<file path="src/rtl/mbde_pkg.sv">
// ----------------------------------------------------------------------------
// mbde_pkg
// Shared constants and types for the multi-button debouncer: the poll token
// that travels along the row of button cells, event words and register codes.
// ----------------------------------------------------------------------------
package mbde_pkg;

  localparam int unsigned NUM_BUTTONS = 6;   // cells in the row
  localparam int unsigned RAW_BITS    = 6;   // raw pin bits carried per poll
  localparam int unsigned IDX_W       = 3;   // button_index field width
  localparam int unsigned LIMIT_W     = 3;   // max_events field width
  localparam int unsigned TIME_W      = 32;  // millisecond time width
  localparam int unsigned DEB_W       = 16;  // debounce register width
  localparam int unsigned CFG_IDX_W   = 2;
  localparam int unsigned CFG_DATA_W  = 16;

  localparam logic [LIMIT_W-1:0] MAX_RESULTS = LIMIT_W'(6);

  // Register indexes of the configuration port
  localparam logic [CFG_IDX_W-1:0] REG_DEBOUNCE     = CFG_IDX_W'(0);
  localparam logic [CFG_IDX_W-1:0] REG_ACTIVE_LEVEL = CFG_IDX_W'(1);

  localparam logic [DEB_W-1:0] DEBOUNCE_RESET     = DEB_W'(20);
  localparam logic             ACTIVE_LEVEL_RESET = 1'b0;

  // Poll context handed from cell to cell
  typedef struct packed {
    logic                valid;
    logic [RAW_BITS-1:0] raw;
    logic [TIME_W-1:0]   now;
    logic [LIMIT_W-1:0]  rem;   // events still allowed in this poll
  } tok_t;

  // Event raised by a single cell
  typedef struct packed {
    logic valid;
    logic down;
  } cell_ev_t;

  // Event word with its button index
  typedef struct packed {
    logic             valid;
    logic [IDX_W-1:0] idx;
    logic             down;
  } evt_t;

  // Status of the event collector
  typedef struct packed {
    logic adv;    // row may shift this cycle
    logic busy;   // an event is held pending
  } coll_st_t;

endpackage

</file>
<file path="src/rtl/mbde_if.sv">
// ----------------------------------------------------------------------------
// mbde_if
// Valid/ready channels of the debouncer: poll words in, event words out, and
// register writes.
// ----------------------------------------------------------------------------
interface mbde_in_if;
  import mbde_pkg::*;
  logic                valid;
  logic                ready;
  logic [RAW_BITS-1:0] raw_levels;
  logic [TIME_W-1:0]   now_ms;
  logic [LIMIT_W-1:0]  max_events;

  modport source (output valid, raw_levels, now_ms, max_events, input ready);
  modport sink   (input valid, raw_levels, now_ms, max_events, output ready);
endinterface

interface mbde_out_if;
  import mbde_pkg::*;
  logic             valid;
  logic             ready;
  logic [IDX_W-1:0] button_index;
  logic             is_down;
  logic             last_event;

  modport source (output valid, button_index, is_down, last_event, input ready);
  modport sink   (input valid, button_index, is_down, last_event, output ready);
endinterface

interface mbde_cfg_if;
  import mbde_pkg::*;
  logic                  valid;
  logic                  ready;
  logic [CFG_IDX_W-1:0]  index;
  logic [CFG_DATA_W-1:0] data;

  modport source (output valid, index, data, input ready);
  modport sink   (input valid, index, data, output ready);
endinterface

</file>
<file path="src/rtl/multi_button_debounce_edge_events.sv">
// ----------------------------------------------------------------------------
// multi_button_debounce_edge_events
// Debouncer for a row of buttons that reports changes of the stable state as
// event words, scanned in button order under a per-poll event limit.
// ----------------------------------------------------------------------------
// A poll word is taken when the block is idle. Its token then walks the row of
// button cells, one cell per cycle while the row is not held, and leaves it
// at the end of the row, where the final event moves into the output register;
// the next poll is taken once the token and the pending event are gone.
// The walk of the token through the cell row paces the polls; a stalled event
// output holds the row while a second event waits, and an event word still in
// the output register does not block the next poll. Events leave in index
// order, the final one of a poll flagged by last_event. Registers are written
// only while no poll is in progress.
// ----------------------------------------------------------------------------
module multi_button_debounce_edge_events import mbde_pkg::*; (
  input  logic       clk_i,
  input  logic       rst_ni,
  mbde_in_if.sink    poll_i,
  mbde_cfg_if.sink   cfg_i,
  mbde_out_if.source evt_o
);

  logic [DEB_W-1:0] debounce_ms_q;
  logic             active_level_q;

  tok_t             tok0_q;
  tok_t             tok_w   [NUM_BUTTONS+1];
  logic             lvl_w   [NUM_BUTTONS];
  cell_ev_t         cev_w   [NUM_BUTTONS];
  logic [NUM_BUTTONS:0] tok_vld;

  evt_t             evt;
  logic             fin;
  coll_st_t         coll_st;
  logic             poll_acc;
  logic [LIMIT_W-1:0] limit;

  // Accept register writes only between polls
  assign cfg_i.ready = !(|tok_vld) && !coll_st.busy;

  always_ff @(posedge clk_i or negedge rst_ni) begin
    if (!rst_ni) begin
      debounce_ms_q  <= DEBOUNCE_RESET;
      active_level_q <= ACTIVE_LEVEL_RESET;
    end else if (cfg_i.valid && cfg_i.ready) begin
      unique case (cfg_i.index)
        REG_DEBOUNCE:     debounce_ms_q  <= cfg_i.data[DEB_W-1:0];
        REG_ACTIVE_LEVEL: active_level_q <= cfg_i.data[0];
        default:          ;
      endcase
    end
  end

  // Take a poll only when the row and the collector are empty
  assign poll_i.ready = !(|tok_vld) && !coll_st.busy;
  assign poll_acc     = poll_i.valid && poll_i.ready;
  assign limit        = (poll_i.max_events > MAX_RESULTS) ? MAX_RESULTS
                                                          : poll_i.max_events;

  always_ff @(posedge clk_i or negedge rst_ni) begin
    if (!rst_ni) begin
      tok0_q <= '0;
    end else if (poll_acc) begin
      tok0_q.valid <= 1'b1;
      tok0_q.raw   <= poll_i.raw_levels;
      tok0_q.now   <= poll_i.now_ms;
      tok0_q.rem   <= limit;
    end else if (coll_st.adv) begin
      tok0_q.valid <= 1'b0;
    end
  end

  assign tok_w[0] = tok0_q;

  // Row of button cells
  for (genvar g = 0; g < NUM_BUTTONS; g++) begin : g_cell
    if (g < RAW_BITS) begin : g_raw
      assign lvl_w[g] = tok_w[g].raw[g];
    end else begin : g_noraw
      assign lvl_w[g] = 1'b0;
    end

    mbde_cell u_cell (
      .clk_i          (clk_i),
      .rst_ni         (rst_ni),
      .adv_i          (coll_st.adv),
      .tok_i          (tok_w[g]),
      .level_i        (lvl_w[g]),
      .debounce_ms_i  (debounce_ms_q),
      .active_level_i (active_level_q),
      .tok_o          (tok_w[g+1]),
      .ev_o           (cev_w[g])
    );
  end

  // Gather token valids and the event of the cell holding the token
  always_comb begin
    evt = '0;
    for (int i = 0; i < NUM_BUTTONS; i++) begin
      if (cev_w[i].valid) begin
        evt.valid = 1'b1;
        evt.idx   = IDX_W'(i);
        evt.down  = cev_w[i].down;
      end
    end
    for (int i = 0; i <= NUM_BUTTONS; i++) begin
      tok_vld[i] = tok_w[i].valid;
    end
  end

  assign fin = tok_w[NUM_BUTTONS].valid;

  mbde_collect u_collect (
    .clk_i  (clk_i),
    .rst_ni (rst_ni),
    .ev_i   (evt),
    .fin_i  (fin),
    .st_o   (coll_st),
    .evt_o  (evt_o)
  );

  // Checks
  a_one_token: assert property (@(posedge clk_i) disable iff (!rst_ni)
    $onehot0(tok_vld))
    else $error("more than one poll token in the cell row");

  a_busy_after_poll: assert property (@(posedge clk_i) disable iff (!rst_ni)
    poll_acc |=> !poll_i.ready)
    else $error("poll taken while the previous one is still scanned");

  a_pend_in_poll: assert property (@(posedge clk_i) disable iff (!rst_ni)
    coll_st.busy |-> (|tok_vld))
    else $error("event pending with no poll in progress");

  a_no_ev_at_end: assert property (@(posedge clk_i) disable iff (!rst_ni)
    evt.valid |-> !fin)
    else $error("cell event seen while the token leaves the row");

endmodule

</file>
<file path="src/rtl/mbde_cell.sv">
// ----------------------------------------------------------------------------
// mbde_cell
// One button of the row: holds the button's debounce state, scans it when the
// poll token passes by and hands the token on to the next cell.
// ----------------------------------------------------------------------------
module mbde_cell import mbde_pkg::*; (
  input  logic             clk_i,
  input  logic             rst_ni,
  input  logic             adv_i,
  input  tok_t             tok_i,
  input  logic             level_i,
  input  logic [DEB_W-1:0] debounce_ms_i,
  input  logic             active_level_i,
  output tok_t             tok_o,
  output cell_ev_t         ev_o
);

  logic              prev_q, prev_d;
  logic [TIME_W-1:0] ct_q, ct_d;
  logic              stable_q, stable_d;
  logic              rep_q;
  tok_t              tok_q, tok_d;

  logic              scan;
  logic              raw_act;
  logic              changed;
  logic              stable_mid;
  logic [TIME_W-1:0] elapsed;

  // Scan only while the poll still has room for events
  assign scan    = tok_i.valid && (tok_i.rem != '0);
  assign raw_act = (level_i == active_level_i);
  assign changed = (raw_act != prev_q);

  // Restart the timer on a raw change, drop a release at once
  always_comb begin
    prev_d     = raw_act;
    ct_d       = changed ? tok_i.now : ct_q;
    stable_mid = (changed && !raw_act) ? 1'b0 : stable_q;
    elapsed    = tok_i.now - ct_d;
    stable_d   = (elapsed >= TIME_W'(debounce_ms_i)) ? prev_d : stable_mid;
  end

  // Raise an event when the stable state differs from the reported one
  assign ev_o.valid = scan && (stable_d != rep_q);
  assign ev_o.down  = stable_d;

  always_comb begin
    tok_d = tok_i;
    if (ev_o.valid) begin
      tok_d.rem = tok_i.rem - LIMIT_W'(1);
    end
  end

  // Advance the token and commit the button state
  always_ff @(posedge clk_i or negedge rst_ni) begin
    if (!rst_ni) begin
      prev_q   <= 1'b0;
      ct_q     <= '0;
      stable_q <= 1'b0;
      rep_q    <= 1'b0;
      tok_q    <= '0;
    end else if (adv_i) begin
      tok_q <= tok_d;
      if (scan) begin
        prev_q   <= prev_d;
        ct_q     <= ct_d;
        stable_q <= stable_d;
        rep_q    <= stable_d;
      end
    end
  end

  assign tok_o = tok_q;

endmodule

</file>
<file path="src/rtl/mbde_collect.sv">
// ----------------------------------------------------------------------------
// mbde_collect
// Event collector: holds the latest event until the next one or the end of
// the poll shows whether it is the final word, then loads the output register.
// ----------------------------------------------------------------------------
module mbde_collect import mbde_pkg::*; (
  input  logic       clk_i,
  input  logic       rst_ni,
  input  evt_t       ev_i,
  input  logic       fin_i,
  output coll_st_t   st_o,
  mbde_out_if.source evt_o
);

  evt_t             pend_q;
  logic             out_vld_q;
  logic [IDX_W-1:0] out_idx_q;
  logic             out_down_q;
  logic             out_last_q;

  logic need_out;
  logic out_free;
  logic adv;

  // Move the pending word out when a newer event or the poll end arrives
  assign need_out = pend_q.valid && (ev_i.valid || fin_i);
  assign out_free = !out_vld_q || evt_o.ready;
  assign adv      = !need_out || out_free;

  // Hold the most recent event
  always_ff @(posedge clk_i or negedge rst_ni) begin
    if (!rst_ni) begin
      pend_q <= '0;
    end else if (adv) begin
      if (ev_i.valid) begin
        pend_q <= ev_i;
      end else if (fin_i) begin
        pend_q.valid <= 1'b0;
      end
    end
  end

  // Output register
  always_ff @(posedge clk_i or negedge rst_ni) begin
    if (!rst_ni) begin
      out_vld_q <= 1'b0;
    end else if (need_out && out_free) begin
      out_vld_q <= 1'b1;
    end else if (evt_o.ready) begin
      out_vld_q <= 1'b0;
    end
  end

  always_ff @(posedge clk_i) begin
    if (need_out && out_free) begin
      out_idx_q  <= pend_q.idx;
      out_down_q <= pend_q.down;
      out_last_q <= fin_i;
    end
  end

  assign evt_o.valid        = out_vld_q;
  assign evt_o.button_index = out_idx_q;
  assign evt_o.is_down      = out_down_q;
  assign evt_o.last_event   = out_last_q;

  assign st_o.adv  = adv;
  assign st_o.busy = pend_q.valid;

endmodule

</file>
<file path="src/flat_wrapper.sv">
// flat-port wrapper written by rule: the top's interface ports become plain ports
module multi_button_debounce_edge_events_flat import mbde_pkg::*;
  (clk_i, rst_ni, poll_i_valid, poll_i_raw_levels, poll_i_now_ms, poll_i_max_events, poll_i_ready, cfg_i_valid, cfg_i_index, cfg_i_data, cfg_i_ready, evt_o_valid, evt_o_button_index, evt_o_is_down, evt_o_last_event, evt_o_ready);
  mbde_in_if poll_i_i ();
  mbde_cfg_if cfg_i_i ();
  mbde_out_if evt_o_i ();
  input  logic clk_i;
  input  logic rst_ni;
  input wire logic [$bits(poll_i_i.valid)-1:0] poll_i_valid;
  input wire logic [$bits(poll_i_i.raw_levels)-1:0] poll_i_raw_levels;
  input wire logic [$bits(poll_i_i.now_ms)-1:0] poll_i_now_ms;
  input wire logic [$bits(poll_i_i.max_events)-1:0] poll_i_max_events;
  output wire logic [$bits(poll_i_i.ready)-1:0] poll_i_ready;
  input wire logic [$bits(cfg_i_i.valid)-1:0] cfg_i_valid;
  input wire logic [$bits(cfg_i_i.index)-1:0] cfg_i_index;
  input wire logic [$bits(cfg_i_i.data)-1:0] cfg_i_data;
  output wire logic [$bits(cfg_i_i.ready)-1:0] cfg_i_ready;
  output wire logic [$bits(evt_o_i.valid)-1:0] evt_o_valid;
  output wire logic [$bits(evt_o_i.button_index)-1:0] evt_o_button_index;
  output wire logic [$bits(evt_o_i.is_down)-1:0] evt_o_is_down;
  output wire logic [$bits(evt_o_i.last_event)-1:0] evt_o_last_event;
  input wire logic [$bits(evt_o_i.ready)-1:0] evt_o_ready;
  assign poll_i_i.valid = poll_i_valid;
  assign poll_i_i.raw_levels = poll_i_raw_levels;
  assign poll_i_i.now_ms = poll_i_now_ms;
  assign poll_i_i.max_events = poll_i_max_events;
  assign poll_i_ready = poll_i_i.ready;
  assign cfg_i_i.valid = cfg_i_valid;
  assign cfg_i_i.index = cfg_i_index;
  assign cfg_i_i.data = cfg_i_data;
  assign cfg_i_ready = cfg_i_i.ready;
  assign evt_o_valid = evt_o_i.valid;
  assign evt_o_button_index = evt_o_i.button_index;
  assign evt_o_is_down = evt_o_i.is_down;
  assign evt_o_last_event = evt_o_i.last_event;
  assign evt_o_i.ready = evt_o_ready;
  multi_button_debounce_edge_events u_core (.clk_i(clk_i), .rst_ni(rst_ni), .poll_i(poll_i_i), .cfg_i(cfg_i_i), .evt_o(evt_o_i));
endmodule
</file>
<file path="config.mk">
export PLATFORM = sky130hd
export DESIGN_NAME = multi_button_debounce_edge_events_flat
export DESIGN_NICKNAME = d
export VERILOG_FILES = /design/src/rtl/mbde_pkg.sv /design/src/rtl/mbde_if.sv /design/src/rtl/multi_button_debounce_edge_events.sv /design/src/rtl/mbde_cell.sv /design/src/rtl/mbde_collect.sv /design/src/flat_wrapper.sv
export SDC_FILE = /design/constraint.sdc
export NUM_CORES = 1
export LEC_CHECK = 0
export BUFFER_PORTS_ARGS = -buffer_cell sky130_fd_sc_hd__buf_2
export CAP_MARGIN = 10
export CORE_MARGIN = 3
export CORE_UTILIZATION = 70
export DETAILED_ROUTE_END_ITERATION = 8
export PLACE_DENSITY = 0.88
export REMOVE_ABC_BUFFERS = 1
export SYNTH_ARGS = -nofsm -noshare
export SYNTH_HDL_FRONTEND = slang
export SYNTH_HIERARCHICAL = 1
export SYNTH_SLANG_ARGS = --single-unit
</file>
<file path="constraint.sdc">
create_clock -name clk_i -period 12.5 [get_ports clk_i]
set_input_delay 0.625 -clock clk_i [delete_from_list [all_inputs] [get_ports clk_i]]
set_output_delay 0.625 -clock clk_i [all_outputs]
set_load 0.005 [all_outputs]
</file>
==> results of run 1 <==
stage by stage:
step	hold slack, ns	utilization	instances	setup slack [ns]
after global routing	0.0794	0.753	5033	1.58
final	0.0187	0.753	5033	2.10
after global placement	0.429	0.722	4941	2.79
after detailed placement	0.436	0.722	4941	2.47
after floorplan	0.329	-	4102	0.853
after CTS	0.0444	0.753	5033	2.37
final cells by class:
| cell class | instances | area, um2 |
|---|---|---|
| clock inverter | 23 | 216 |
| sequential | 470 | 11800 |
| multi-input combinational | 3397 | 25100 |
| inverter | 235 | 882 |
| clock buffer | 69 | 1460 |
| tap | 739 | 925 |
| timing repair buffer | 100 | 596 |
| fill | 3968 | 13500 |
layer usage:
metal / up-vias / track usage / part of all wire
met5: - / 0 / 0
met2: 1372 / 0.675 / 0.49
li1: 15700 / - / -
met1: 16600 / 0.436 / 0.38
met3: 466 / 0.0444 / 0.054
met4: 0 / 0.263 / 0.077
how the worst max path moves through the flow:
stage	from	endpoint	slack [ns]	cells after the start
6_report	u_core/active_level_q	u_core/g_cell[3].u_cell/ct_q[2]	2.10	31
5_1_grt	u_core/active_level_q	u_core/g_cell[3].u_cell/ct_q[2]	1.58	31
4_1_cts	u_core/active_level_q	u_core/g_cell[1].u_cell/ct_q[3]	2.37	31
3_5_place_dp	u_core/active_level_q	u_core/g_cell[1].u_cell/ct_q[1]	2.47	31
3_3_place_gp	u_core/active_level_q	u_core/g_cell[1].u_cell/ct_q[3]	2.79	29
2_1_floorplan	u_core/active_level_q	u_core/g_cell[1].u_cell/ct_q[0]	0.85	27
state kept, by name, summed over array words and instances (netlist names):
| signal | cells |
|---|---|
| u_core/g_cell.u_cell/tok_o | 196 |
| u_core/g_cell.u_cell/ct_q | 192 |
| u_core/tok0_q | 41 |
| u_core/debounce_ms_q | 16 |
| u_core/g_cell.u_cell/prev_q | 6 |
| u_core/g_cell.u_cell/rep_q | 6 |
| u_core/u_collect/pend_q | 4 |
| u_core/u_collect/evt_o.button_index | 3 |
| u_core/active_level_q | 1 |
| u_core/lvl_w | 1 |
| u_core/u_collect/evt_o.is_down | 1 |
| u_core/u_collect/evt_o.last_event | 1 |
| u_core/u_collect/evt_o.valid | 1 |
| u_core/u_collect/st_o | 1 |
==> metrics.txt, run 1 <==
worst endpoint required time 12.99 ns; antenna violations before repair 0; pin count of the biggest net entering global routing ~170; Layout Skew between 0.03 and 0.04 ns; final WL roughly 120000 um; crit path max-delay cell type ha_2; Avg WL per Cell around 23 um; Via Count 34100; setup TNS 0 ns; Skew-Pair Late Insertion Delay roughly 0.61 ns; post_cts resized 0; total CTS buffers 52; n_diodes 0; Post-Syn Area 39000 um2; initial drt markers roughly 2700; Tcrit/Tclk final 0.832; Ports 72; count of pins over their slew limit 0; RSZ-0062 raised after global routing no; H-Tree Depth 2; DRT Pass-1 Iters 6; reg-to-reg slack, setup approximately 2.1 ns; DP Area between 30000 and 40000 um2; CORE AREA approximately 54000 um2; DPL Wire Length ~87000 um; CP Buf/Inv Count 3; number of antenna-violating nets in the routed design 0; Port Buffer Count 71; Critical Path AT 10.89 ns; postcts setup bufs 0; Critical Path Max Stage Delay around 0.94 ns; Final Hold Vio Count 0; most frequent cells in the layout dfrtp_1, nand2_1, o21ai_0; crit-path max FO between 50 and 60; Setup-failing EPs final 0; syn_area_per_cell a little over 9 um2; outcome finished, final reports clean; Syn Inst Count about 4300; Syn. warnings 6; startpoint types register; Worst Hold Class input port to asynchronous set/reset pin; Final Cell Area between 40000 and 50000 um2; Std-Cell Rows 85; Residual DRC 0; commonest non-fill, non-tap cell in the layout dfrtp_1; first-pass GRT wire length 181000 um; Die Y 242 um; layout cell share with drive strength beyond 1 0.159; vias in the first global route between 30000 and 40000; Via density 6.78; Worst setup EP type register; TritonCTS clock tree built; GR Overflow Total 0; gpl congestion roughly 1.0; worst r2r path cells 31; Die W roughly 240 um; WS Path Type register to register; Final min period between 10 and 15 ns; initial core utilization 0.717; CTS Hold Buffers Added 0; Synth-to-Final Area Change 5.03%; Overall Global Routing Usage 0.383; Achievable Freq roughly 0.096 GHz; worst r2r src u_core/active_level_q; CP top delay family simple AND/OR/NAND/NOR gates; die area 58600 um2; CTS clock-pin slew for the worst setup and hold paths around 0.07 ns; CTS root buffer clkbuf_16; clk buf depth 3; Worst R2R End u_core/g_cell[3].u_cell/ct_q[2]; MaxCap Viol Count 0; Worst Tran Pin Value 1.17 ns; Clock Sinks 470; Nets 4559; relative slew slack 0.211
Power of run 1 is left out: the tool's default activity adds up to more than one toggle a clock period on the data nets, which glitch-free logic cannot reach.
==> run 2: changes to the inputs <==
ABC_AREA = 1   (was unset)
CORE_UTILIZATION = 65   (was 70)
PLACE_DENSITY = 0.83   (was 0.88)
clock period = 10.35 ns   (was 12.5 ns; I/O delays follow)
==> run 2 against run 1 <==
Critical path depth up 10. Via count up 9.3%. Setup slack worse by 0.37 ns. Register-to-register slack worse by 0.37 ns. Highest routed layer unchanged. Critical endpoint is now u_core/g_cell[0].u_cell/ct_q[12]. Largest cell class unchanged. Area after synthesis down 0.26%.
==> metrics.txt, run 2 <==
number of antenna-violating nets in the routed design 0 (unchanged); Worst VDD drop around 0.14 mV; initial core utilization 0.658 (-0.0584); max reg flops 196 (unchanged); Achievable Freq 0.116 GHz (+21%); Die Y 251 um (+3.6%); post_cts resized 0 (unchanged); WHS Path Cells 3; Post-Syn Area 38900 um2 (-0.26%); Sw Share 0.225; gpl congestion 1.04 (+0.86%); worst r2r path cells 41 (+32%); Overall Global Routing Usage 0.378 (-0.00559); relative slew slack 0.289 (+0.0785); Avg WL per Cell 18.2 um (-20%); most frequent cells in the layout nand2_1, inv_1, dfrtp_1; reg-to-reg slack, setup 1.72 ns (-0.37 ns); layout cell share with drive strength beyond 1 0.105 (-0.0536); CORE AREA 59100 um2 (+8.6%); Setup-failing EPs final 0 (unchanged); Syn. warnings 6 (unchanged); Residual DRC 0 (unchanged); worst endpoint required time 10.82 ns (-2.17 ns); vias in the first global route 35900 (+5.7%); final WL 120000 um (+4.2%); Via density 5.67 (-16%); Worst Hold Class input port to register; TritonCTS clock tree built; clk buf depth 3 (unchanged); Clock Sinks 470 (unchanged); Hold Path End u_core/tok0_q[40]; Port Buffer Count 71 (unchanged); H-Tree Depth 2 (unchanged); Via Count 37300 (+9.3%); final worst setup slack 1.72 ns (-0.372 ns); count of pins over their slew limit 0 (unchanged); Worst setup EP type register; antenna violations before repair 0 (unchanged); clock power share 0.509; Pwr Density ~93 nW/um2; pin count of the biggest net entering global routing 160 (-3.0%); Logic pwr share 0.014; Syn Inst Count 5750 (+33%); total CTS buffers 53 (+1.9%); Die W 251 um (+3.6%); Worst R2R End u_core/g_cell[0].u_cell/ct_q[12]; crit path max-delay cell type ha_2; pre-CTS setup slack 1.85 ns (-0.619 ns); cell mode on critical path nand2_1; layout filler cell count 5076 (+28%); WS Path Type register to register; Std-Cell Rows 89 (+4.7%); Tcrit/Tclk final 0.833 (+0.00112); MaxCap Viol Count 0 (unchanged); crit-path max FO 52 (-12%); Critical Path AT 9.10 ns (-1.79 ns); n_diodes 0 (unchanged); multi-input combinational cell area 23100 um2 (-8.1%); die area 62800 um2 (+7.2%); Pint 2.99 mW; CTS root buffer clkbuf_16; Sw Pwr around 0.87 mW; outcome finished, final reports clean; sequential power share 0.477; GR Overflow Total 0 (unchanged); Hold Crit Start poll_i_raw_levels[5]; startpoint types register; initial drt markers 2904 (+6.1%); Final Hold Vio Count 0 (unchanged); CTS clock-pin slew for the worst setup and hold paths 0.06 ns (about the same); Critical Path Max Stage Delay 0.76 ns (-0.18 ns); Ports 72 (unchanged); commonest non-fill, non-tap cell in the layout nand2_1; Skew-Pair Late Insertion Delay 0.64 ns (+0.03 ns); Worst Tran Pin Value 1.05 ns (-0.118 ns); Synth-to-Final Area Change 6.63%; RSZ-0062 raised after global routing no; storage element area 11800 um2 (unchanged); leakage power about 24 nW; Final min period 8.63 ns (-1.78 ns); first-pass GRT wire length 188000 um (+3.5%); worst r2r src u_core/active_level_q; Layout Skew 0.0412 ns (+0.00937 ns); syn_area_per_cell 6.77 um2 (-25%); Nets 6065 (+33%); setup TNS 0 ns (unchanged); DPL Wire Length 93300 um (+7.5%); DRT Pass-1 Iters 6 (unchanged)
## run 2: power by group through the flow
stage / combinational (mW) / sequential [mW] / clock, mW
after floorplan: 0.00225 / 1.87 / 0
final: 0.0549 / 1.84 / 1.96
after CTS: 0.0576 / 1.84 / 1.99
after global routing: 0.0633 / 1.84 / 2.06
after detailed placement: 0.0567 / 1.87 / 0
after global placement: 0.0562 / 1.87 / 0
## run 2: repair_timing
item                      4_1_cts  5_1_grt
hold buffers                    1        0
buffers inserted                0        0
hold endpoints to repair       82        0
## run 2: cell type report
class | instances | share of cell area
flip-flops and latches | 470 | 0.284
clock inverters | 29 | 0.00805
inverters | 860 | 0.0778
clock buffers | 69 | 0.0356
multi-input cells | 4273 | 0.556
repair buffers | 104 | 0.0151
well taps | 773 | 0.0233
## run 2: worst max path at each step
stage                           from                               end  slack [ns]  depth (start not counted)
6_report       u_core/active_level_q  u_core/g_cell[0].u_cell/ct_q[12]        1.72                         41
5_1_grt        u_core/active_level_q  u_core/g_cell[0].u_cell/ct_q[13]        0.96                         41
4_1_cts        u_core/active_level_q  u_core/g_cell[0].u_cell/ct_q[12]        1.77                         41
3_5_place_dp   u_core/active_level_q  u_core/g_cell[0].u_cell/ct_q[23]        1.85                         41
3_3_place_gp   u_core/active_level_q  u_core/g_cell[0].u_cell/ct_q[26]        2.13                         41
2_1_floorplan  u_core/active_level_q  u_core/g_cell[0].u_cell/ct_q[12]        1.22                         38
## run 2: worst max-delay path, delay by kind of cell (launching register included)
kind | cells | cell delay (ns)
compound gates | 5 | 1.01
xor+xnor | 2 | 0.36
fa+ha+maj | 3 | 1.29
buf+inv | 9 | 1.83
flops | 1 | 0.63
simple gates | 22 | 3.27
## run 2: metal layers
metal / vias to the layer above / wire, um / track usage
met1: 17300 / 45000 / 0.428
met3: 405 / 6570 / 0.0363
met2: 1379 / 58700 / 0.671
met4: 0 / 9740 / 0.263
li1: 18200 / - / -
met5: - / 0 / 0
## run 2: per-stage QoR
| stage | total power, mW | instances | utilization | hold WS [ns] | instance area [um2] |
|---|---|---|---|---|---|
| after detailed placement | 1.93 | 6479 | 0.671 | 0.454 | 39700 |
| after CTS | 3.89 | 6578 | 0.702 | 0.0898 | 41500 |
| after global placement | 1.93 | 6479 | 0.671 | 0.437 | 39700 |
| after floorplan | 1.88 | 5603 | - | 0.222 | 38100 |
| final | 3.86 | 6578 | 0.702 | 0.112 | 41500 |
| after global routing | 3.96 | 6578 | 0.702 | 0.112 | 41500 |
Note: power is estimated with default switching activity, not from simulation.
